**src/rtl/dpt_ram.sv**
```systemverilog
`default_nettype none
module dpt_ram #(
	parameter int WIDTH = 8,
	parameter int DEPTH = 16
) (
	input  wire logic                     clk,
	input  wire logic                     we,
	input  wire logic [$clog2(DEPTH)-1:0] waddr,
	input  wire logic [WIDTH-1:0]         wdata,
	input  wire logic                     re,
	input  wire logic [$clog2(DEPTH)-1:0] raddr,
	output logic      [WIDTH-1:0]         rdata
);

	logic [WIDTH-1:0] mem [DEPTH];

	always_ff @(posedge clk) begin
		if (we) begin
			mem[waddr] <= wdata;
		end
		if (re) begin
			rdata <= mem[raddr];
		end
	end

endmodule
`default_nettype wire

```
**config.mk**
```make
export PLATFORM = sky130hd
export DESIGN_NAME = dpt_ram
export DESIGN_NICKNAME = d
export VERILOG_FILES = /design/src/rtl/dpt_ram.sv
export SDC_FILE = /design/constraint.sdc
export NUM_CORES = 1
export LEC_CHECK = 0
export ABC_AREA = 1
export BUFFER_PORTS_ARGS = -buffer_cell sky130_fd_sc_hd__buf_2
export CORE_MARGIN = 4
export CORE_UTILIZATION = 50
export DETAILED_ROUTE_END_ITERATION = 16
export PLACE_DENSITY = 0.7
export SYNTH_ARGS = -nofsm -noshare
export SYNTH_HDL_FRONTEND = slang
export SYNTH_SLANG_ARGS = --single-unit
```
**constraint.sdc**
```tcl
create_clock -name clk -period 1.3 [get_ports clk]
set_clock_uncertainty 0.05 [all_clocks]
set_input_delay 0.26 -clock clk [delete_from_list [all_inputs] [get_ports clk]]
set_output_delay 0.26 -clock clk [all_outputs]
set_load 0.02 [all_outputs]
```
==> impl_metrics.json <==
{
  "grtUsageTotal_pct": 20.8,
  "core_area_sq_um": 11400,
  "synth_edf_count": 136,
  "area_delta_synth_final_pct": 20.1,
  "period_share_pct": 98.9,
  "synth_area_leaders": "edfxtp_1 70%, nand2_1 11%, nand3_1 8.3%",
  "worst_slack_ps": 14.1,
  "syn_inst": 551,
  "period_minus_slack_ps": 1290,
  "io_pins": 27,
  "comb_power_share_pct": 6.4,
  "ys_types": 11,
  "cts_tree": "done",
  "grt_max_degree": 29,
  "whs_ps": 160,
  "nets": 629,
  "rrSetupSlack_ps": 60,
  "cts_buffers": 17,
  "dr_total_vias": 3957,
  "critPathTopFamily": "flip-flops",
  "path_max_fanout": 1,
  "worst_setup_path_start_kind": "flip-flop",
  "gp_congestion": 0.863,
  "ys.flop_type": "edfxtp_1",
  "pre_cts_slack_ps": -203,
  "drt_pre_antenna_iters": 5,
  "drv_cap": 0,
  "p_sw_share_pct": 20.7,
  "p_leak_nw": 3.07,
  "grt_overflow": 0,
  "tightest_slew_ps": 390,
  "ys_async_sr_fraction_pct": 0,
  "yosysSeqAreaShare_pct": 69.8,
  "slew_viol_final": 0,
  "postCtsHoldBufs": 0,
  "power_switching_w": 0.00224,
  "outcome": "complete, no violations",
  "grt_first_pass_wirelength_um": 20600,
  "cp_num_buf_inv": 1,
  "cts_root_buffer": "clkbuf_16",
  "via_per_inst": 5.17,
  "syn_nets": 570,
  "yosys_register_bits": 136,
  "crit_chain": "buf_6",
  "maxSlewHeadroom_pct": 74.0,
  "io_buffers": 26,
  "grt_pass1_vias": 4057,
  "row_count": 39,
  "htree_levels": 4,
  "end_kind": "primary output",
  "post_cts_buffers": 0,
  "yosysTopAreaCellShare_pct": 69.8,
  "min_path_type": "in -> reg",
  "avgSynthCellArea_sq_um": 10.6,
  "drt-initial-drc-count": 345,
  "cp_data_required_time_ps": 990,
  "drive_gt1_share_pct": 15.2,
  "hold_viol": 0,
  "wl_per_cell_um": 17.1,
  "drc_errors": 0,
  "internal_power_w": 0.00857,
  "vdd.ir_drop.worst_uv": 1130,
  "pwr-share-seq_pct": 46.0,
  "insertion_delay_ps": 410,
  "fill_cells": 918,
  "die_height_um": 116,
  "rsz0062_at_grt": "yes",
  "grt_antenna_before_repair": 0,
  "dieArea_sq_um": 13500,
  "start_util_pct": 51.2,
  "antenna_left": 0,
  "critPathMaxStageDelay_ps": 420,
  "crit_path_top_delay_cell": "edfxtp_1",
  "yosys_warnings": 0,
  "antenna_cells": 0,
  "yosysTopAreaCell": "edfxtp_1",
  "cts.sinks": 136,
  "path_class": "reg -> out",
  "die_w_um": 116,
  "dp_hpwl_um": 8100,
  "clkPwrFrac_pct": 47.7,
  "arrival_ps": 980,
  "syn-cell-area_sq_um": 5850,
  "synth_commonest_cells": "173 x nand2_1, 136 x edfxtp_1, 100 x inv_1",
  "power_density_nw_per_um2": 1540,
  "max_freq_ghz": 0.778,
  "wl_um": 13100,
  "synth.most_common_cell": "nand2_1",
  "finalSetupViolCount": 0,
  "clk_path_buf_depth": 2,
  "clkTransAtPathRegs_ps": 60
}
cell families (layout without fill, tap and decap cells):
kind of cell | count (synthesis) | after routing | synth area share (%)
flip-flops | 136 | 136 | 69.8
AND/OR/NAND/NOR | 289 | 289 | 20.8
buffers and inverters | 126 | 198 | 9.39
path summary, 6_finish.rpt:
check	endpoint	start	cells after the start
hold reg to reg	rdata[0]	mem[10][0]	6
hold / removal	rdata[2]	re	1
setup reg to reg	rdata[7]	mem[0][7]	6
setup / recovery	rdata[3]	rdata[3]	1
area by class of cell:
| class | instances | area [sq um] | share of cell area (%) |
|---|---|---|---|
| Clock inverter | 13 | 201 | 2.87 |
| Timing Repair Buffer | 64 | 522 | 7.43 |
| Multi-Input combinational cell | 289 | 1220 | 17.4 |
| Sequential cell | 136 | 4080 | 58.2 |
| Inverter | 102 | 383 | 5.45 |
| Tap cell | 143 | 179 | 2.55 |
| Clock buffer | 19 | 433 | 6.17 |
placed cells by master (no fill, tap or decap):
| master | Yosys | layout |
|---|---|---|
| nand2_1 | 173 | 173 |
| nand3_1 | 97 | 96 |
| clkbuf_16 | 0 | 17 |
| clkinv_1 | 0 | 2 |
| clkinvlp_4 | 0 | 1 |
| buf_2 | 13 | 25 |
| buf_12 | 0 | 8 |
| buf_4 | 4 | 30 |
| nor2_1 | 17 | 17 |
| clkinv_4 | 0 | 2 |
| inv_2 | 2 | 2 |
| clkinv_2 | 0 | 2 |
| clkbuf_1 | 0 | 2 |
| nand3b_1 | 2 | 2 |
| inv_6 | 0 | 1 |
| nand3_2 | 0 | 1 |
| buf_6 | 6 | 1 |
| inv_1 | 100 | 100 |
| bufinv_16 | 0 | 5 |
| edfxtp_1 | 136 | 136 |
sequential cells by signal (all words and copies together), names as in the netlist:
register / cells
rdata: 8
mem: 128
through the flow:
| step | instances | total power [W] | TNS [ps] | instance area [sq um] | utilization, % |
|---|---|---|---|---|---|
| 2_1_floorplan | 551 | 0.00543 | 0 | 5850 | - |
| 3_3_place_gp | 734 | 0.00571 | -1270 | 6370 | 55.8 |
| 3_5_place_dp | 734 | 0.00573 | -1770 | 6370 | 55.8 |
| 4_1_cts | 766 | 0.0108 | 0 | 7010 | 61.4 |
| 5_1_grt | 766 | 0.0112 | -11.7 | 7020 | 61.5 |
| 6_report | 766 | 0.0108 | 0 | 7020 | 61.5 |
metal layers:
layer	up-vias	part of all wire, %	track usage, %
li1	1903	-	-
met1	1884	40	26.3
met2	151	50	35.0
met3	19	7.3	4.97
met4	0	2.1	7.89
met5	-	0	0
power groups by stage:
stage / registers [W] / logic, W / clock network [W]
2_1_floorplan: 0.00508 / 0.000346 / 0
3_3_place_gp: 0.00505 / 0.000657 / 0
3_5_place_dp: 0.00506 / 0.000673 / 0
4_1_cts: 0.00497 / 0.000684 / 0.00520
5_1_grt: 0.00497 / 0.000757 / 0.00542
6_report: 0.00497 / 0.000691 / 0.00515
timing repair:
action	in CTS	in global routing
endpoints found under the setup margin	0	2
gates resized for setup	0	3
hold endpoints to repair	0	0
No activity file was read; power rests on OpenSTA's default activity.
