### src/rtl/dpt_pkg.sv
`default_nettype none
package dpt_pkg;

	localparam int ADDR_WIDTH  = 16;
	localparam int KEY_BITS    = 64;
	localparam int LENGTH_BITS = 20;

	localparam int TABLE_DEPTH = 1 << ADDR_WIDTH;

	// port field widths
	localparam int KEY_W      = 64;
	localparam int LEN_W      = 20;
	localparam int TADDR_W    = 16;
	localparam int THRESH_W   = 32;
	localparam int SHIFT_W    = 5;
	localparam int CFG_IDX_W  = 3;
	localparam int CFG_DATA_W = 64;
	localparam int S_TDATA_W  = 152;
	localparam int M_TDATA_W  = 104;
	localparam int M_TUSER_W  = 3;

	localparam logic [KEY_W-1:0] KEY_MASK = {KEY_W{1'b1}} >> (KEY_W - KEY_BITS);

	typedef enum logic [M_TUSER_W-1:0] {
		ST_NOT_DIST  = 3'd0,
		ST_ABANDONED = 3'd1,
		ST_STORED    = 3'd2,
		ST_REPLACED  = 3'd3,
		ST_COLLISION = 3'd4
	} status_t;

	typedef enum logic [CFG_IDX_W-1:0] {
		REG_NONCE        = 3'd0,
		REG_ZERO_BITS    = 3'd1,
		REG_ADDRESS_BITS = 3'd2,
		REG_CHECK_BITS   = 3'd3,
		REG_THRESHOLD    = 3'd4,
		REG_MAX_TRAIL    = 3'd5
	} reg_idx_t;

	typedef struct packed {
		logic [KEY_W-1:0]    nonce;
		logic [SHIFT_W-1:0]  zero_bits;
		logic [SHIFT_W-1:0]  address_bits;
		logic [SHIFT_W-1:0]  check_bits;
		logic [THRESH_W-1:0] threshold;
		logic [LEN_W-1:0]    max_trail;
	} cfg_t;

	typedef struct packed {
		logic [KEY_W-1:0] seed_key;
		logic             seed_side;
		logic [KEY_W-1:0] tail_key;
		logic             tail_side;
		logic [LEN_W-1:0] trail_length;
	} item_t;

	typedef struct packed {
		logic                  abandon;
		logic                  dp_hit;
		logic [ADDR_WIDTH-1:0] addr;
	} class_t;

	typedef struct packed {
		logic                   valid;
		logic [KEY_BITS-1:0]    seed_key;
		logic [KEY_BITS-1:0]    tail_key;
		logic                   seed_side;
		logic                   tail_side;
		logic [LENGTH_BITS-1:0] length;
	} entry_t;

	localparam int ENTRY_W = $bits(entry_t);

endpackage
`default_nettype wire

### src/rtl/dpt_cfg.sv
`default_nettype none
module dpt_cfg import dpt_pkg::*; (
	input  wire logic                  clk,
	input  wire logic                  arst_n,
	input  wire logic                  wr,
	input  wire logic [CFG_IDX_W-1:0]  index,
	input  wire logic [CFG_DATA_W-1:0] data,
	output cfg_t                       cfg
);

	cfg_t cfg_q;

	always_ff @(posedge clk or negedge arst_n) begin
		if (!arst_n) begin
			cfg_q.nonce        <= '0;
			cfg_q.zero_bits    <= '0;
			cfg_q.address_bits <= SHIFT_W'(16);
			cfg_q.check_bits   <= '0;
			cfg_q.threshold    <= THRESH_W'(1);
			cfg_q.max_trail    <= {LEN_W{1'b1}};
		end else if (wr) begin
			unique case (reg_idx_t'(index))
				REG_NONCE:        cfg_q.nonce        <= data;
				REG_ZERO_BITS:    cfg_q.zero_bits    <= data[SHIFT_W-1:0];
				REG_ADDRESS_BITS: cfg_q.address_bits <= data[SHIFT_W-1:0];
				REG_CHECK_BITS:   cfg_q.check_bits   <= data[SHIFT_W-1:0];
				REG_THRESHOLD:    cfg_q.threshold    <= data[THRESH_W-1:0];
				REG_MAX_TRAIL:    cfg_q.max_trail    <= data[LEN_W-1:0];
				default: ;
			endcase
		end
	end

	assign cfg = cfg_q;

endmodule
`default_nettype wire

### config.mk
export PLATFORM = sky130hd
export DESIGN_NAME = dpt_cfg
export DESIGN_NICKNAME = d
export VERILOG_FILES = /design/src/rtl/dpt_pkg.sv /design/src/rtl/dpt_cfg.sv
export SDC_FILE = /design/constraint.sdc
export NUM_CORES = 1
export LEC_CHECK = 0
export ABC_AREA = 1
export BUFFER_PORTS_ARGS = -buffer_cell sky130_fd_sc_hd__buf_2
export CORE_AREA = 2 2 103 105
export CTS_CLUSTER_SIZE = 16
export DETAILED_ROUTE_END_ITERATION = 12
export DIE_AREA = 0 0 105 107
export PLACE_DENSITY = 0.83
export SYNTH_ARGS = -nofsm -noshare
export SYNTH_HDL_FRONTEND = slang
export SYNTH_SLANG_ARGS = --single-unit
### constraint.sdc
create_clock -name clk -period 1.6 [get_ports clk]
set_input_delay 0.32 -clock clk [delete_from_list [all_inputs] [get_ports clk]]
set_output_delay 0.32 -clock clk [all_outputs]
set_load 0.01 [all_outputs]
==> results of run 1 <==
[worst paths after layout]
| kind | startpoint | slack [ns] | end | cells after the start |
|---|---|---|---|---|
| setup / recovery | cfg[6]$_DFFE_PN1P_ | 0.10 | cfg[6] | 1 |
| hold / removal | data[12] | 0.03 | cfg[12]$_DFFE_PN1P_ | 3 |
| setup reg to reg | cfg[6]$_DFFE_PN1P_ | 0.87 | cfg[6]$_DFFE_PN1P_ | 2 |
| hold reg to reg | cfg[116]$_DFFE_PN0P_ | 0.46 | cfg[116]$_DFFE_PN0P_ | 2 |
| max in group asynchronous | arst_n | 0.85 | cfg[2]$_DFFE_PN1P_ | 3 |
| min in group asynchronous | arst_n | 0.36 | cfg[85]$_DFFE_PN0P_ | 3 |
[what timing repair did]
action,4_1_cts,5_1_grt
hold endpoints to repair,110,0
endpoints found under the setup margin,0,0
hold buffers,2,0
[report_power, final]
| part | switching (mW) | total (mW) | leakage [nW] | internal, mW |
|---|---|---|---|---|
| registers | 0.341 | 4.35 | 1.60 | 4.01 |
| clock network | 1.41 | 3.67 | 0.271 | 2.26 |
| logic | 1.15 | 1.92 | 2.11 | 0.769 |
| total | 2.91 | 9.95 | 3.98 | 7.04 |
[stage by stage]
stage	setup WS (ns)	power, mW	util (%)	hold WS (ns)
floorplan	0.556	5.27	-	0.0244
global placement	0.276	6.24	63.0	0.351
detailed placement	0.221	6.33	63.0	0.360
CTS	0.0789	10.0	68.8	0.00425
global route	0.0517	10.5	68.8	0.0108
finish	0.101	9.95	68.8	0.0272
[metal layers]
metal / global-route usage (%) / vias up / routed length [um]
li1: - / 2238 / -
met1: 32.1 / 2202 / 5580
met2: 41.3 / 209 / 6730
met3: 8.02 / 14 / 1240
met4: 8.76 / 0 / 157
met5: 0 / - / 0
[cell type report]
class,instances,area (sq um)
Clock buffer,20,435
Clock inverter,12,133
Fill cell,794,3150
Inverter,6,22.5
Multi-Input combinational cell,409,1690
Sequential cell,131,3310
Tap cell,136,170
Timing Repair Buffer,214,1190
[cell usage in the layout, fill, tap and decap left out, drive strengths merged]
cell type	Yosys	layout
clkbuf	12	20
nand2	297	297
inv	5	6
nor2	6	6
dfrtp	109	109
buf	22	212
dfstp	22	22
nand3	106	106
dlygate4sd3	0	2
bufinv	0	2
clkinv	1	7
clkinvlp	0	3
[cells by family (layout without fill, tap and decap cells)]
family / count (synthesis) / count (layout) / synth area share, %
buffers and inverters: 40 / 252 / 3.46
AND/OR/NAND/NOR: 409 / 409 / 32.6
flip-flops: 131 / 131 / 63.9
==> impl_metrics.env, run 1 <==
export IMPL_cts_tree="yes"
export IMPL_wl_per_cell_um=14.8
export IMPL_cp_arrival_ns=1.18
export IMPL_crit_chain="buf_2"
export IMPL_hold_class="primary input to flip-flop"
export IMPL_num_rows=37
export IMPL_timing_worst_setup_path_type="flip-flop to primary output"
export IMPL_syn_num_nets=650
export IMPL_worst_slew_pin_slew_ns=0.429
export IMPL_post_layout_nonfiller_instances=928
export IMPL_numCtsBuffers=17
export IMPL_cap_violations=0
export IMPL_synth_seq_cells=131
export IMPL_drive_gt1_share_pct=33.8
export IMPL_setup_tns_ns=0
export IMPL_io_pins=201
export IMPL_synthTopCellsByCount="nand2_1 (297), dfrtp_1 (109), nand3_1 (106), dfstp_2 (22), buf_2 (20)"
export IMPL_vias=4663
export IMPL_path_buf_inv=1
export IMPL_io_buffer_count=200
export IMPL_rsz0062_at_grt="false"
export IMPL_async_reset_ff_share_pct=100
export IMPL_status="complete, no violations"
export IMPL_area_growth_synth_to_final_pct=34.3
export IMPL_cts_setup_buffers=0
export IMPL_cts_sinks=131
export IMPL_dp_cells=894
export IMPL_routed_wl_mm=13.7
export IMPL_start_util_pct=51.2
export IMPL_startpoint_type="flip-flop"
export IMPL_synth_top_area_cell="dfrtp_1"
export IMPL_core_area_sq_um=10100
export IMPL_viasPerCell=5.02
export IMPL_gp_congestion=0.799
export IMPL_path_delay_family="flip-flops"
export IMPL_cp_max_fo=2
export IMPL_fin_crit_ns=1.50
export IMPL_setup_viol=0
export IMPL_syn_area_sq_um=5170
export IMPL_clock_path_buffers=2
export IMPL_synth_area_leaders="dfrtp_1 (53%), nand2_1 (22%), dfstp_2 (11%), nand3_1 (10%), buf_2 (1.9%)"
export IMPL_clk_latency_ns=0.51
export IMPL_slowest_delay_ns=0.54
export IMPL_synth_edff_count=0
export IMPL_h_tree_depth=4
export IMPL_largest_reg_flops=131
export IMPL_ant_nets=0
export IMPL_placed_area_sq_um=6350
export IMPL_die_x_um=105
export IMPL_skew_ns=0
export IMPL_slew_headroom_pct=71.4
export IMPL_die_area_sq_um=11200
export IMPL_cts_root_buf="clkbuf_8"
export IMPL_hold_viol=0
export IMPL_drcViolationCount=0
export IMPL_seq_area_frac_synth_pct=63.9
export IMPL_slowest_stage="dfstp_2"
export IMPL_fmax_mhz=667
export IMPL_design_area_sq_um=6940
export IMPL_num_antenna_cells=0
export IMPL_end_kind="primary output"
export IMPL_grt_max_degree=75
export IMPL_synth_most_common_cell="nand2_1"
export IMPL_drt_iter0_drc=371
export IMPL_power_leakage_nw=3.98
export IMPL_die_h_um=107
export IMPL_slew_violations=0
export IMPL_dp_final_hpwl_mm=9.26
export IMPL_ys_types=13
export IMPL_antenna_found_initial=0
export IMPL_grt_overflow=0
export IMPL_grtUsageTotal_pct=25.3
export IMPL_synthDominantCellAreaShare_pct=52.8
export IMPL_required_ns=1.28
export IMPL_synthCells=580
export IMPL_min_period_over_period_pct=93.7
export IMPL_yosysWarnings=0
export IMPL_syn_mean_instance_area_sq_um=8.91
export IMPL_ys_flop_type="dfrtp_1"
export IMPL_irDropWorstVdd_v=0.000668
export IMPL_p_per_area_nw_per_um2=1430
export IMPL_grt_pass1_wl_mm=22.3
export IMPL_firstDrtPassIters=6
export IMPL_clk_pin_slew_ns=0.06
export IMPL_ctsResizeCount=0
export IMPL_fin_nets=849
export IMPL_first_global_vias=4473
Note: power is estimated with default switching activity, not from simulation.
==> inputs of run 2 (changes only) <==
- CORE_AREA: 2 2 103 105 -> 2 2 74 147
- DIE_AREA: 0 0 105 107 -> 0 0 76 149
- PLACE_DENSITY: 0.83 -> 0.82
==> impl_metrics.env, run 2 (same netlist as run 1, synthesis figures left out) <==
export IMPL_io_buffer_count=200
export IMPL_grt_overflow=0
export IMPL_wl_per_cell_um=14.5
export IMPL_die_x_um=76
export IMPL_crit_chain="buf_2"
export IMPL_timing_worst_setup_path_type="flip-flop to primary output"
export IMPL_hold_viol=0
export IMPL_slew_violations=0
export IMPL_irDropWorstVdd_v=0.00102
export IMPL_clk_pin_slew_ns=0.06
export IMPL_status="complete, no violations"
export IMPL_clk_latency_ns=0.40
export IMPL_grt_max_degree=52
export IMPL_fmax_mhz=718
export IMPL_fin_crit_ns=1.39
export IMPL_path_buf_inv=1
export IMPL_dp_final_hpwl_mm=9.40
export IMPL_worst_slew_pin_slew_ns=0.420
export IMPL_die_area_sq_um=11300
export IMPL_p_total_mw=9.90
export IMPL_whs_ns=0.135
export IMPL_numCtsBuffers=17
export IMPL_hold_class="primary input to flip-flop"
export IMPL_use_met2_pct=39.8
export IMPL_setup_tns_ns=0
export IMPL_slew_headroom_pct=72.0
export IMPL_first_global_vias=4491
export IMPL_power_leakage_nw=4.00
export IMPL_cts_sinks=131
export IMPL_slowest_delay_ns=0.54
export IMPL_gr_usage_met3_pct=7.26
export IMPL_required_ns=1.28
export IMPL_largest_reg_flops=131
export IMPL_firstDrtPassIters=5
export IMPL_cap_violations=0
export IMPL_grt_busiest_layer="met2"
export IMPL_gp_congestion=0.834
export IMPL_num_antenna_cells=0
export IMPL_clock_path_buffers=2
export IMPL_end_kind="primary output"
export IMPL_mostFrequentLayoutCells="nand2_1 (296), buf_2 (199), dfrtp_1 (109)"
export IMPL_r2r_setup_slack_ns=0.87
export IMPL_routed_wl_mm=13.5
export IMPL_skew_ns=0
export IMPL_post_place_ws_ns=0.268
export IMPL_setup_viol=0
export IMPL_rsz0062_at_grt="false"
export IMPL_final_common_cell="nand2_1"
export IMPL_drt_iter0_drc=312
export IMPL_p_per_area_nw_per_um2=1420
export IMPL_path_delay_family="flip-flops"
export IMPL_layout_setup_ws_ns=0.208
export IMPL_cts_root_buf="clkbuf_16"
export IMPL_post_layout_nonfiller_instances=932
export IMPL_antenna_found_initial=0
export IMPL_cts_tree="yes"
export IMPL_cts_setup_buffers=0
export IMPL_dp_cells=899
export IMPL_viasPerCell=5.03
export IMPL_drive_gt1_share_pct=34.5
export IMPL_slowest_stage="dfstp_2"
export IMPL_min_period_over_period_pct=87.0
export IMPL_io_pins=201
export IMPL_cp_max_fo=2
export IMPL_num_rows=53
export IMPL_fin_nets=852
export IMPL_drcViolationCount=0
export IMPL_area_growth_synth_to_final_pct=35.1
export IMPL_h_tree_depth=4
export IMPL_ant_nets=0
export IMPL_core_area_sq_um=10300
export IMPL_start_util_pct=50.3
export IMPL_vias=4691
export IMPL_startpoint_type="flip-flop"
export IMPL_grtUsageTotal_pct=25.0
export IMPL_met1_usage_pct=33.4
export IMPL_die_h_um=149
export IMPL_cp_arrival_ns=1.07
export IMPL_grt_pass1_wl_mm=22.4
==> run 2: cell types whose count changed in the layout (fill, tap and decap cells not counted), sizes merged <==
cell and delta:
clkinvlp +3, bufinv -1, dlygate4sd3 -1, inv -1
buf +4, clkinv -1
==> run 2: final timing paths <==
path / start / end / cells past startpoint
max: cfg[2]$_DFFE_PN1P_ / cfg[2] / 1
min: data[15] / cfg[15]$_DFFE_PN1P_ / 3
max reg2reg: cfg[2]$_DFFE_PN1P_ / cfg[2]$_DFFE_PN1P_ / 2
min reg2reg: cfg[67]$_DFFE_PN0P_ / cfg[67]$_DFFE_PN0P_ / 2
max in group asynchronous: arst_n / cfg[4]$_DFFE_PN1P_ / 3
min in group asynchronous: arst_n / cfg[43]$_DFFE_PN0P_ / 2
==> run 2: timing repair <==
item	4_1_cts	5_1_grt
gates resized for setup	0	0
endpoints found under the hold margin	15	0
hold buffers	1	0
==> run 2: cell type report <==
| cell class | count | area (sq um) |
|---|---|---|
| Sequential cell | 131 | 3310 |
| Fill cell | 821 | 3300 |
| Multi-Input combinational cell | 409 | 1690 |
| Timing Repair Buffer | 217 | 1220 |
| Clock buffer | 20 | 467 |
| Tap cell | 137 | 171 |
| Clock inverter | 12 | 108 |
| Inverter | 6 | 22.5 |
==> run 2: routing by layer <==
| layer | wire length [um] | share of wire (%) | vias to the layer above |
|---|---|---|---|
| li1 | - | - | 2241 |
| met1 | 5810 | 43 | 2190 |
| met2 | 6410 | 47 | 241 |
| met5 | 0 | 0 | - |
| met3 | 1130 | 8.4 | 19 |
| met4 | 193 | 1.4 | 0 |
==> run 2: metrics by stage <==
step,util (%),instance area (sq um)
final,67.9,6980
after global routing,67.9,6980
after CTS,67.9,6980
after detailed placement,62.3,6400
after global placement,62.3,6400
after floorplan,-,5170
==> run 2: power by group <==
part | total, mW | leakage [nW] | internal (mW) | switching [mW]
clock | 3.64 | 0.266 | 2.25 | 1.38
combinational | 1.92 | 2.13 | 0.777 | 1.15
sequential | 4.34 | 1.60 | 4.01 | 0.329
==> run 2: worst reg2reg max path, delay by kind of cell (launching register included) <==
kind | cells | cell delay [ns]
flops | 1 | 0.54
simple gates | 2 | 0.13
