--- src/rtl/dpt_pkg.sv ---
`default_nettype none
package dpt_pkg;

	localparam int ADDR_WIDTH  = 16;
	localparam int KEY_BITS    = 64;
	localparam int LENGTH_BITS = 20;

	localparam int TABLE_DEPTH = 1 << ADDR_WIDTH;

	// port field widths
	localparam int KEY_W      = 64;
	localparam int LEN_W      = 20;
	localparam int TADDR_W    = 16;
	localparam int THRESH_W   = 32;
	localparam int SHIFT_W    = 5;
	localparam int CFG_IDX_W  = 3;
	localparam int CFG_DATA_W = 64;
	localparam int S_TDATA_W  = 152;
	localparam int M_TDATA_W  = 104;
	localparam int M_TUSER_W  = 3;

	localparam logic [KEY_W-1:0] KEY_MASK = {KEY_W{1'b1}} >> (KEY_W - KEY_BITS);

	typedef enum logic [M_TUSER_W-1:0] {
		ST_NOT_DIST  = 3'd0,
		ST_ABANDONED = 3'd1,
		ST_STORED    = 3'd2,
		ST_REPLACED  = 3'd3,
		ST_COLLISION = 3'd4
	} status_t;

	typedef enum logic [CFG_IDX_W-1:0] {
		REG_NONCE        = 3'd0,
		REG_ZERO_BITS    = 3'd1,
		REG_ADDRESS_BITS = 3'd2,
		REG_CHECK_BITS   = 3'd3,
		REG_THRESHOLD    = 3'd4,
		REG_MAX_TRAIL    = 3'd5
	} reg_idx_t;

	typedef struct packed {
		logic [KEY_W-1:0]    nonce;
		logic [SHIFT_W-1:0]  zero_bits;
		logic [SHIFT_W-1:0]  address_bits;
		logic [SHIFT_W-1:0]  check_bits;
		logic [THRESH_W-1:0] threshold;
		logic [LEN_W-1:0]    max_trail;
	} cfg_t;

	typedef struct packed {
		logic [KEY_W-1:0] seed_key;
		logic             seed_side;
		logic [KEY_W-1:0] tail_key;
		logic             tail_side;
		logic [LEN_W-1:0] trail_length;
	} item_t;

	typedef struct packed {
		logic                  abandon;
		logic                  dp_hit;
		logic [ADDR_WIDTH-1:0] addr;
	} class_t;

	typedef struct packed {
		logic                   valid;
		logic [KEY_BITS-1:0]    seed_key;
		logic [KEY_BITS-1:0]    tail_key;
		logic                   seed_side;
		logic                   tail_side;
		logic [LENGTH_BITS-1:0] length;
	} entry_t;

	localparam int ENTRY_W = $bits(entry_t);

endpackage
`default_nettype wire

--- src/rtl/dpt_classify.sv ---
`default_nettype none
module dpt_classify import dpt_pkg::*; (
	input  cfg_t   cfg,
	input  item_t  item,
	output class_t cls
);

	logic [KEY_W-1:0]   v;
	logic [KEY_W-1:0]   zmask;
	logic [KEY_W-1:0]   sh_addr;
	logic [KEY_W-1:0]   sh_chk;
	logic [SHIFT_W-1:0] abits;
	logic [5:0]         chk_shift;
	logic [31:0]        amask;
	logic [THRESH_W-1:0] cmask;
	logic [THRESH_W-1:0] chk;

	always_comb begin
		v = (item.tail_key ^ cfg.nonce) & KEY_MASK;
		// address width saturates at the table size
		abits = (cfg.address_bits > SHIFT_W'(ADDR_WIDTH)) ? SHIFT_W'(ADDR_WIDTH)
		                                                   : cfg.address_bits;
		zmask     = (KEY_W'(1) << cfg.zero_bits) - KEY_W'(1);
		sh_addr   = v >> cfg.zero_bits;
		amask     = (32'd1 << abits) - 32'd1;
		chk_shift = 6'(cfg.zero_bits) + 6'(abits);
		sh_chk    = v >> chk_shift;
		cmask     = THRESH_W'((KEY_W'(1) << cfg.check_bits) - KEY_W'(1));
		chk       = sh_chk[THRESH_W-1:0] & cmask;

		cls.abandon = item.trail_length >= cfg.max_trail;
		cls.dp_hit  = ((v & zmask) == '0) && (chk < cfg.threshold);
		cls.addr    = sh_addr[ADDR_WIDTH-1:0] & amask[ADDR_WIDTH-1:0];
	end

endmodule
`default_nettype wire

--- config.mk ---
export PLATFORM = sky130hd
export DESIGN_NAME = dpt_classify
export DESIGN_NICKNAME = d
export VERILOG_FILES = /design/src/rtl/dpt_pkg.sv /design/src/rtl/dpt_classify.sv
export SDC_FILE = /design/constraint.sdc
export NUM_CORES = 1
export LEC_CHECK = 0
export ABC_AREA = 1
export BUFFER_PORTS_ARGS = -buffer_cell sky130_fd_sc_hd__buf_2
export CELL_PAD_IN_SITES_DETAIL_PLACEMENT = 1
export CELL_PAD_IN_SITES_GLOBAL_PLACEMENT = 2
export CORE_MARGIN = 2
export CORE_UTILIZATION = 23
export DETAILED_ROUTE_END_ITERATION = 16
export GPL_ROUTABILITY_DRIVEN = 0
export GPL_TIMING_DRIVEN = 0
export PLACE_DENSITY_LB_ADDON = 0.1
export SLEW_MARGIN = 20
export SYNTH_ARGS = -nofsm -noshare
export SYNTH_HDL_FRONTEND = slang
export SYNTH_SLANG_ARGS = --single-unit
--- constraint.sdc ---
create_clock -name vclk -period 7.1
set_input_delay 1.42 -clock vclk [all_inputs]
set_output_delay 1.42 -clock vclk [all_outputs]
set_load 0.1 [all_outputs]
==> impl_metrics.json, run 1 <==
{
  "status": "complete, but fails checks",
  "violations": "negative setup slack",
  "grt_pass1_wl_mm": 86.90,
  "hp-start": "cfg[61]",
  "grt_pass1_vias": 14340,
  "antenna_found_initial": 1,
  "grt_max_degree": 11,
  "hp-class": "input port to output port",
  "max_stage_delay_ps": 630,
  "place_area_um2": 11730,
  "die_w_um": 211.3,
  "synth_cell_types": 62,
  "synth_compound_area_share_pct": 25.74,
  "hold_viol_final": 0,
  "startpoint_type": "input port",
  "wl_mm": 58.09,
  "post_drt_wl_per_cell_um": 21.55,
  "overflow": 0,
  "die_h_um": 211.3,
  "synth_top_family_by_area": "simple AND/OR/NAND/NOR gates",
  "hpwl_mm": 50.50,
  "synth.largest_area_cell": "nand2_1",
  "ys_warn_count": 0,
  "first_iter_violations": 1030,
  "synth_top_cell_area_share_pct": 20.97,
  "regArea_um2": 0,
  "yosys-top-cells-area": "nand2_1, o21ai_0, nand3_1",
  "synth_fp_nets": 2261,
  "start_util_pct": 23.45,
  "crit_path_frequent_cell": "nand2_1",
  "drv_cap": 0,
  "synth-simple-area-share_pct": 46.46,
  "grt_usage_pct": 25.49,
  "rsz0062_at_grt": "yes",
  "ys_seq_area_share_pct": 0,
  "drive_above_1_share_pct": 21.75,
  "slew_viol_final": 0,
  "fin_nets": 2498,
  "synth-xor-area-share_pct": 4.584,
  "timing.fmax_mhz": 128.7,
  "routed_via_density": 5.193,
  "setup_tns_ps": -669.8,
  "yosysMostFrequentCell": "nand2_1",
  "num-clock-buffers": 0,
  "firstDrtPassIters": 7,
  "synth.cell_area_um2": 9881,
  "slew_headroom_pct": 20.37,
  "synthMuxAreaShare_pct": 2.026,
  "fin_area_um2": 12220,
  "post-place-cells": 2688,
  "nFlopsAndLatches": 0,
  "cp-end-kind": "output port",
  "syn_to_final_growth_pct": 23.69,
  "rows": 75,
  "avgSynthCellArea_um2": 5.144,
  "fin_crit_sh_pct": 109.4,
  "ios": 299,
  "cp.required_ps": 5680,
  "tightest_slew_ps": 1186,
  "dieArea_um2": 44630,
  "period_needed_ps": 7770,
  "synth-adder-area-share_pct": 7.547,
  "cp_max_fo": 10,
  "whs_ps": 3448,
  "core_um2": 42130,
  "synth_cells": 1921,
  "postRouteAntennaNets": 0,
  "hold_depth": 4,
  "min_to": "cls[15]",
  "fin_cells": 2696,
  "drcViolationCount": 0,
  "setup_ws_ps": -669.8,
  "synthTopCellsByCount": "nand2_1, inv_1, o21ai_0",
  "cp.arrival_ps": 6350,
  "setup_viol": 1,
  "via_count": 14000,
  "numPortBuffers": 228,
  "crit_type": "input port to output port",
  "cp_slowest_cell": "fa_2"
}
cells by family (layout without fill, tap and decap cells):
group                      count (synthesis)  count (layout)
AOI/OAI and AO/OA                        452             452
muxes                                     20              20
other                                      1               2
and+or+nand+nor                         1029            1029
xor gates and xnor gates                  50              50
buffers and inverters                    310             545
adders and majority gates                 59              59
metal layers:
metal	wire (µm)	global-route usage, %	vias up	share of wire [%]
li1	-	-	6925	-
met1	26600	33.64	6648	46
met2	27650	44.57	338	48
met3	2009	1.814	88	3.5
met4	1813	6.897	2	3.1
met5	13	0	-	0.022
per-stage QoR:
stage / util (%) / setup slack [ps]
3_3_place_gp: 27.83 / -2206
5_1_grt: 29.01 / -993.3
6_report: 29.01 / -669.8
3_5_place_dp: 27.85 / -2112
4_1_cts: 28.88 / -717.3
2_1_floorplan: - / 3.135
repair_timing:
| action | 4_1_cts | 5_1_grt |
|---|---|---|
| endpoints found under the setup margin | 1 | 1 |
| gates cloned | 0 | 0 |
| resized for setup | 104 | 20 |
| hold buffers | 0 | 0 |
| setup buffers | 7 | 0 |
| pin swaps | 12 | 2 |
area by class of cell:
type,count,area (µm²)
fillers,5748,29910
inverters,197,739.5
well taps,539,674.4
plain buffers,113,691.9
diodes,1,2.502
multi-input cells,1611,8900
repair buffers,235,1214
placed cells by master (no fill, tap or decap), types with 17 or more instances in the layout:
| cell type | netlist | layout |
|---|---|---|
| buf_4 | 9 | 22 |
| a31oi_1 | 25 | 21 |
| buf_6 | 12 | 20 |
| clkbuf_1 | 36 | 31 |
| o21ai_0 | 182 | 165 |
| buf_2 | 32 | 252 |
| nand4_1 | 24 | 24 |
| nand2_1 | 552 | 551 |
| ha_1 | 58 | 57 |
| o21ai_1 | 82 | 76 |
| nor3_1 | 20 | 19 |
| o21ai_2 | 8 | 30 |
| nand3_2 | 18 | 17 |
| inv_1 | 185 | 183 |
| nand3_1 | 180 | 180 |
| a21oi_1 | 80 | 77 |
| or2_2 | 35 | 35 |
| o211ai_1 | 19 | 19 |
| nor2_1 | 156 | 150 |
| xor2_1 | 17 | 17 |
| xnor2_1 | 31 | 31 |
worst max-delay path: cells and delay by family:
kind / cells / cell delay, ps
AO/OA/AOI/OAI: 8 / 1680
adder cells (fa/ha/maj): 2 / 860
buffers and inverters: 5 / 770
AND/OR/NAND/NOR: 15 / 1580
how the worst max path moves through the flow:
stage	startpoint	to	slack, ps	cells past startpoint
after CTS	cfg[59]	cls[16]	-720	33
after global placement	cfg[57]	cls[16]	-2210	33
final	cfg[59]	cls[16]	-670	30
after detailed placement	cfg[57]	cls[16]	-2110	33
after floorplan	cfg[59]	cls[16]	3	28
after global routing	cfg[59]	cls[16]	-990	29
==> inputs of run 2 (changes only) <==
--- a/config.mk
+++ b/config.mk
@@ -10,7 +10,7 @@
 export CELL_PAD_IN_SITES_DETAIL_PLACEMENT = 1
 export CELL_PAD_IN_SITES_GLOBAL_PLACEMENT = 2
 export CORE_MARGIN = 2
-export CORE_UTILIZATION = 23
+export CORE_UTILIZATION = 25
 export DETAILED_ROUTE_END_ITERATION = 16
 export GPL_ROUTABILITY_DRIVEN = 0
 export GPL_TIMING_DRIVEN = 0
==> constraint.sdc (replaced) <==
create_clock -name vclk -period 9.7
set_input_delay 1.94 -clock vclk [all_inputs]
set_output_delay 1.94 -clock vclk [all_outputs]
set_load 0.1 [all_outputs]
==> run 2 against run 1 <==
Against the previous run:
- utilization increased by 1.6 points
- sequential share of layout area did not move
- via count is 0.59% higher
- count of clock-buffer cells in the layout did not move
- critical endpoint unchanged
- critical path type unchanged
- cell area is 2.9% lower
- the flow now finishes without violations
- first-iteration DRC count fell by 17%
- final cell count is 0.70% lower
==> impl_metrics.json, run 2 (synthesis gave the netlist of run 1 again) <==
{
  "post-route-util_pct": 30.57,
  "routed_via_density": 5.261,
  "via_count": 14080,
  "tightest_slew_ps": 1084,
  "setup_tns_ps": 0,
  "num-clock-buffers": 0,
  "startpoint_type": "input port",
  "overflow": 0,
  "start_util_pct": 25.45,
  "dieArea_um2": 41130,
  "period_needed_ps": 9390,
  "grt_pass1_wl_mm": 84.46,
  "first_iter_violations": 858,
  "cp-endpoint": "cls[16]",
  "cp.arrival_ps": 7450,
  "diodes": 0,
  "top_layer": "met5",
  "slew_viol_final": 0,
  "met2_length_mm": 26.99,
  "antenna_found_initial": 1,
  "numPortBuffers": 228,
  "grt_pass1_vias": 14200,
  "setup_viol": 0,
  "timing.fmax_mhz": 106.5,
  "postRouteAntennaNets": 0,
  "grt_max_degree": 16,
  "die_h_um": 202.8,
  "crit_type": "input port to output port",
  "postCtsHoldBufs": 0,
  "cp-end-kind": "output port",
  "drive_above_1_share_pct": 19.45,
  "core_um2": 38830,
  "wl_mm": 56.33,
  "ios": 299,
  "rows": 72,
  "post_drt_wl_per_cell_um": 21.04,
  "cp_max_fo": 10,
  "drcViolationCount": 0,
  "drt-met1-wl_mm": 25.17,
  "status": "complete, no violations",
  "hpwl_mm": 48.99,
  "p_leak_uw": 0.006007,
  "setup.worst_path.start": "cfg[63]",
  "hold_viol_final": 0,
  "grt_usage_pct": 26.42,
  "met3WireLength_mm": 2.614,
  "fin_crit_sh_pct": 96.80,
  "regArea_um2": 0,
  "fin_nets": 2501,
  "syn_to_final_growth_pct": 20.13,
  "die_w_um": 202.8,
  "drv_cap": 0,
  "most-common-layout-cells": "nand2_1, buf_2, inv_1",
  "p_per_area_nw_per_um2": 98.57,
  "firstDrtPassIters": 5,
  "ir_worst_vdd_mv": 0.05430,
  "rsz0062_at_grt": "no",
  "hp-class": "input port to output port",
  "nFlopsAndLatches": 0,
  "cp.required_ps": 7760,
  "final_common_cell": "nand2_1",
  "slew_headroom_pct": 27.10
}
[run 2: cell count changes in the layout (fill, tap and decap cells not counted), sizes merged]
cell           delta
diode             -1
clkinvlp          +2
clkbuf            +4
buf               -3
clkdlybuf4s18     +1
inv               -1
[run 2: metal layers]
layer | vias to the layer above | global-route usage [%]
met2 | 386 | 46.61
li1 | 6923 | -
met4 | 2 | 6.178
met1 | 6692 | 34.72
met5 | - | 0
met3 | 80 | 2.199
[run 2: power by group]
part	total, µW	switching, µW	internal (µW)
Combinational	1170	824	346
Clock	0	0	0
Sequential	0	0	0
Total	1170	824	346
[run 2: timing repair]
| action | 4_1_cts | 5_1_grt |
|---|---|---|
| resized for setup | 15 | 17 |
| pin swaps | 0 | 2 |
| endpoints found under the setup margin | 1 | 1 |
| setup buffers | 0 | 9 |
| gates cloned | 0 | 1 |
[run 2: worst max-delay path: stages]
cell,delay (ps)
buf_2,200
clkinvlp_4,220
clkbuf_4,260
fa_2,670
clkbuf_4,250
buf_4,220
mux2i_1,270
o21ai_1,190
mux2i_1,300
nand2_1,150
a32oi_4,330
nor4_2,70
ha_1,310
a21oi_1,150
o21ai_0,90
nand3_1,80
nand2_1,50
nand2_1,60
a21o_1,120
nand2_1,50
nor4_1,190
nand3_1,160
a211oi_1,220
nand2_1,90
nor3_2,140
nand4_1,200
a21oi_2,220
buf_8,220
[run 2: cell type report]
class	instances	area, µm²
Tap cell	518	648.1
Buffer	112	624.3
Fill cell	5472	26960
Timing Repair Buffer	238	1229
Multi-Input combinational cell	1611	8621
Inverter	197	743.2
Timing Repair inverter	1	5.005
[run 2: per-stage QoR]
stage               power [µW]  std cells  setup slack (ps)  instance area, µm²  hold slack, ps
floorplan                737.1       1921             905.5                9883            4280
global placement          1121       2667             -1192               11670            4452
detailed placement        1135       2668             -1073               11680            4470
CTS                       1144       2667             20.39               11720            4471
global route              1278       2677             14.20               11870            4506
finish                    1170       2677             310.3               11870            4485
[run 2: how the worst min path moves through the flow]
| stage | end | slack (ps) | depth (start not counted) | from |
|---|---|---|---|---|
| 2_1_floorplan | cls[15] | 4280 | 2 | cfg[61] |
| 3_3_place_gp | cls[15] | 4450 | 4 | cfg[61] |
| 3_5_place_dp | cls[15] | 4470 | 4 | cfg[61] |
| 4_1_cts | cls[15] | 4470 | 4 | cfg[61] |
| 5_1_grt | cls[15] | 4510 | 4 | cfg[61] |
| 6_report | cls[15] | 4480 | 4 | cfg[61] |
(Power assumes the default switching activity.)
==> inputs of run 3 (changes only) <==
--- a/config.mk
+++ b/config.mk
@@ -15,6 +15,7 @@
 export GPL_ROUTABILITY_DRIVEN = 0
 export GPL_TIMING_DRIVEN = 0
 export PLACE_DENSITY_LB_ADDON = 0.1
+export RECOVER_POWER = 100
 export SLEW_MARGIN = 20
 export SYNTH_ARGS = -nofsm -noshare
 export SYNTH_HDL_FRONTEND = slang
==> run 3 against run 2 <==
Against the previous run:
- final cell count unchanged
- combinational power barely moved
- wire length increased by 0.15%
- non-clock buffer count unchanged
- critical path type unchanged
- highest routed layer unchanged
==> impl_metrics.json, run 3 (synthesis gave the netlist of run 1 again) <==
{
  "nFlopsAndLatches": 0,
  "postCtsHoldBufs": 0,
  "diodes": 0,
  "total_power_uw": 1168,
  "num-clock-buffers": 0,
  "p_per_area_nw_per_um2": 98.63,
  "crit_path_frequent_cell": "nand2_1",
  "drcViolationCount": 0,
  "hp-class": "input port to output port",
  "ir_worst_vdd_mv": 0.05385,
  "grt_max_degree": 16,
  "hpwl_mm": 48.99,
  "startpoint_type": "input port",
  "routed_via_density": 5.257,
  "cp.arrival_ps": 7470,
  "p_leak_uw": 0.005959,
  "whs_ps": 4660,
  "post-place-cells": 2668,
  "firstDrtPassIters": 5,
  "crit_type": "input port to output port",
  "syn_to_final_growth_pct": 19.91,
  "rows": 72,
  "core_um2": 38830,
  "start_util_pct": 25.45,
  "place_area_um2": 11680,
  "status": "complete, no violations",
  "multiInputGateArea_um2": 8617,
  "wl_mm": 56.41,
  "antenna_found_initial": 1,
  "die_h_um": 202.8,
  "fin_cells": 2677,
  "overflow": 0,
  "grt_pass1_vias": 14200,
  "final_common_cell": "nand2_1",
  "cp_max_fo": 10,
  "fin_crit_sh_pct": 97.06,
  "cp_slowest_cell": "fa_2",
  "slew_viol_final": 0,
  "post_drt_wl_per_cell_um": 21.07,
  "die_w_um": 202.8,
  "grt_usage_pct": 26.42,
  "cp.required_ps": 7760,
  "setup_viol": 0,
  "period_needed_ps": 9415,
  "drv_cap": 0,
  "first_iter_violations": 829,
  "dieArea_um2": 41130,
  "slew_headroom_pct": 22.04,
  "max_stage_delay_ps": 670,
  "tightest_slew_ps": 1174,
  "timing.fmax_mhz": 106.2,
  "numPortBuffers": 228,
  "via_count": 14070,
  "grt_pass1_wl_mm": 84.46,
  "fin_area_um2": 11850,
  "most-common-layout-cells": "nand2_1, buf_2, inv_1",
  "hold_viol_final": 0,
  "ios": 299,
  "cp-end-kind": "output port",
  "postRouteAntennaNets": 0,
  "regArea_um2": 0,
  "drive_above_1_share_pct": 18.71,
  "fillers": 5473,
  "setup_tns_ps": 0,
  "fin_nets": 2501
}
==> run 3: final cells by class <==
type / instances / area share [%]
Timing Repair inverter: 1 / 0.04224
Timing Repair Buffer: 238 / 10.21
Buffer: 112 / 5.270
Multi-Input combinational cell: 1611 / 72.73
Inverter: 197 / 6.273
Tap cell: 518 / 5.470
==> run 3: final timing paths <==
check                 startpoint       to  slack [ps]  depth (start not counted)
worst max-delay path     cfg[63]  cls[16]         290                         28
worst min-delay path     cfg[35]  cls[16]        4660                          7
==> run 3: layer usage <==
| metal | vias up | global-route usage (%) | part of all wire, % |
|---|---|---|---|
| met3 | 71 | 2.199 | 4.6 |
| met5 | - | 0 | 0.030 |
| met4 | 2 | 6.178 | 2.5 |
| met2 | 396 | 46.61 | 48 |
| met1 | 6670 | 34.72 | 45 |
| li1 | 6933 | - | - |
==> run 3: through the flow <==
step                utilization (%)  worst slack [ps]
CTS                           30.19             20.39
floorplan                         -             905.5
global placement              30.06             -1192
global route                  30.51            -5.623
detailed placement            30.09             -1073
finish                        30.51             285.4
==> run 3: timing repair <==
action,in CTS,in global routing
resized for setup,15,17
cloned,0,1
buffers inserted,0,9
pin swaps,0,2
setup endpoints to repair,1,1
==> run 3: power by group <==
group / switching [µW] / internal (µW) / total, µW / leakage [µW]
registers: 0 / 0 / 0 / 0
logic: 825 / 344 / 1170 / 0.00596
clock network: 0 / 0 / 0 / 0
total: 825 / 344 / 1170 / 0.00596
==> run 3: worst max-delay path, delay by kind of cell <==
kind	cells	cell delay [ps]
AO/OA/AOI/OAI	8	1640
buffers and inverters	6	1410
multiplexers	1	260
AND/OR/NAND/NOR	11	1220
adder cells (fa/ha/maj)	2	970
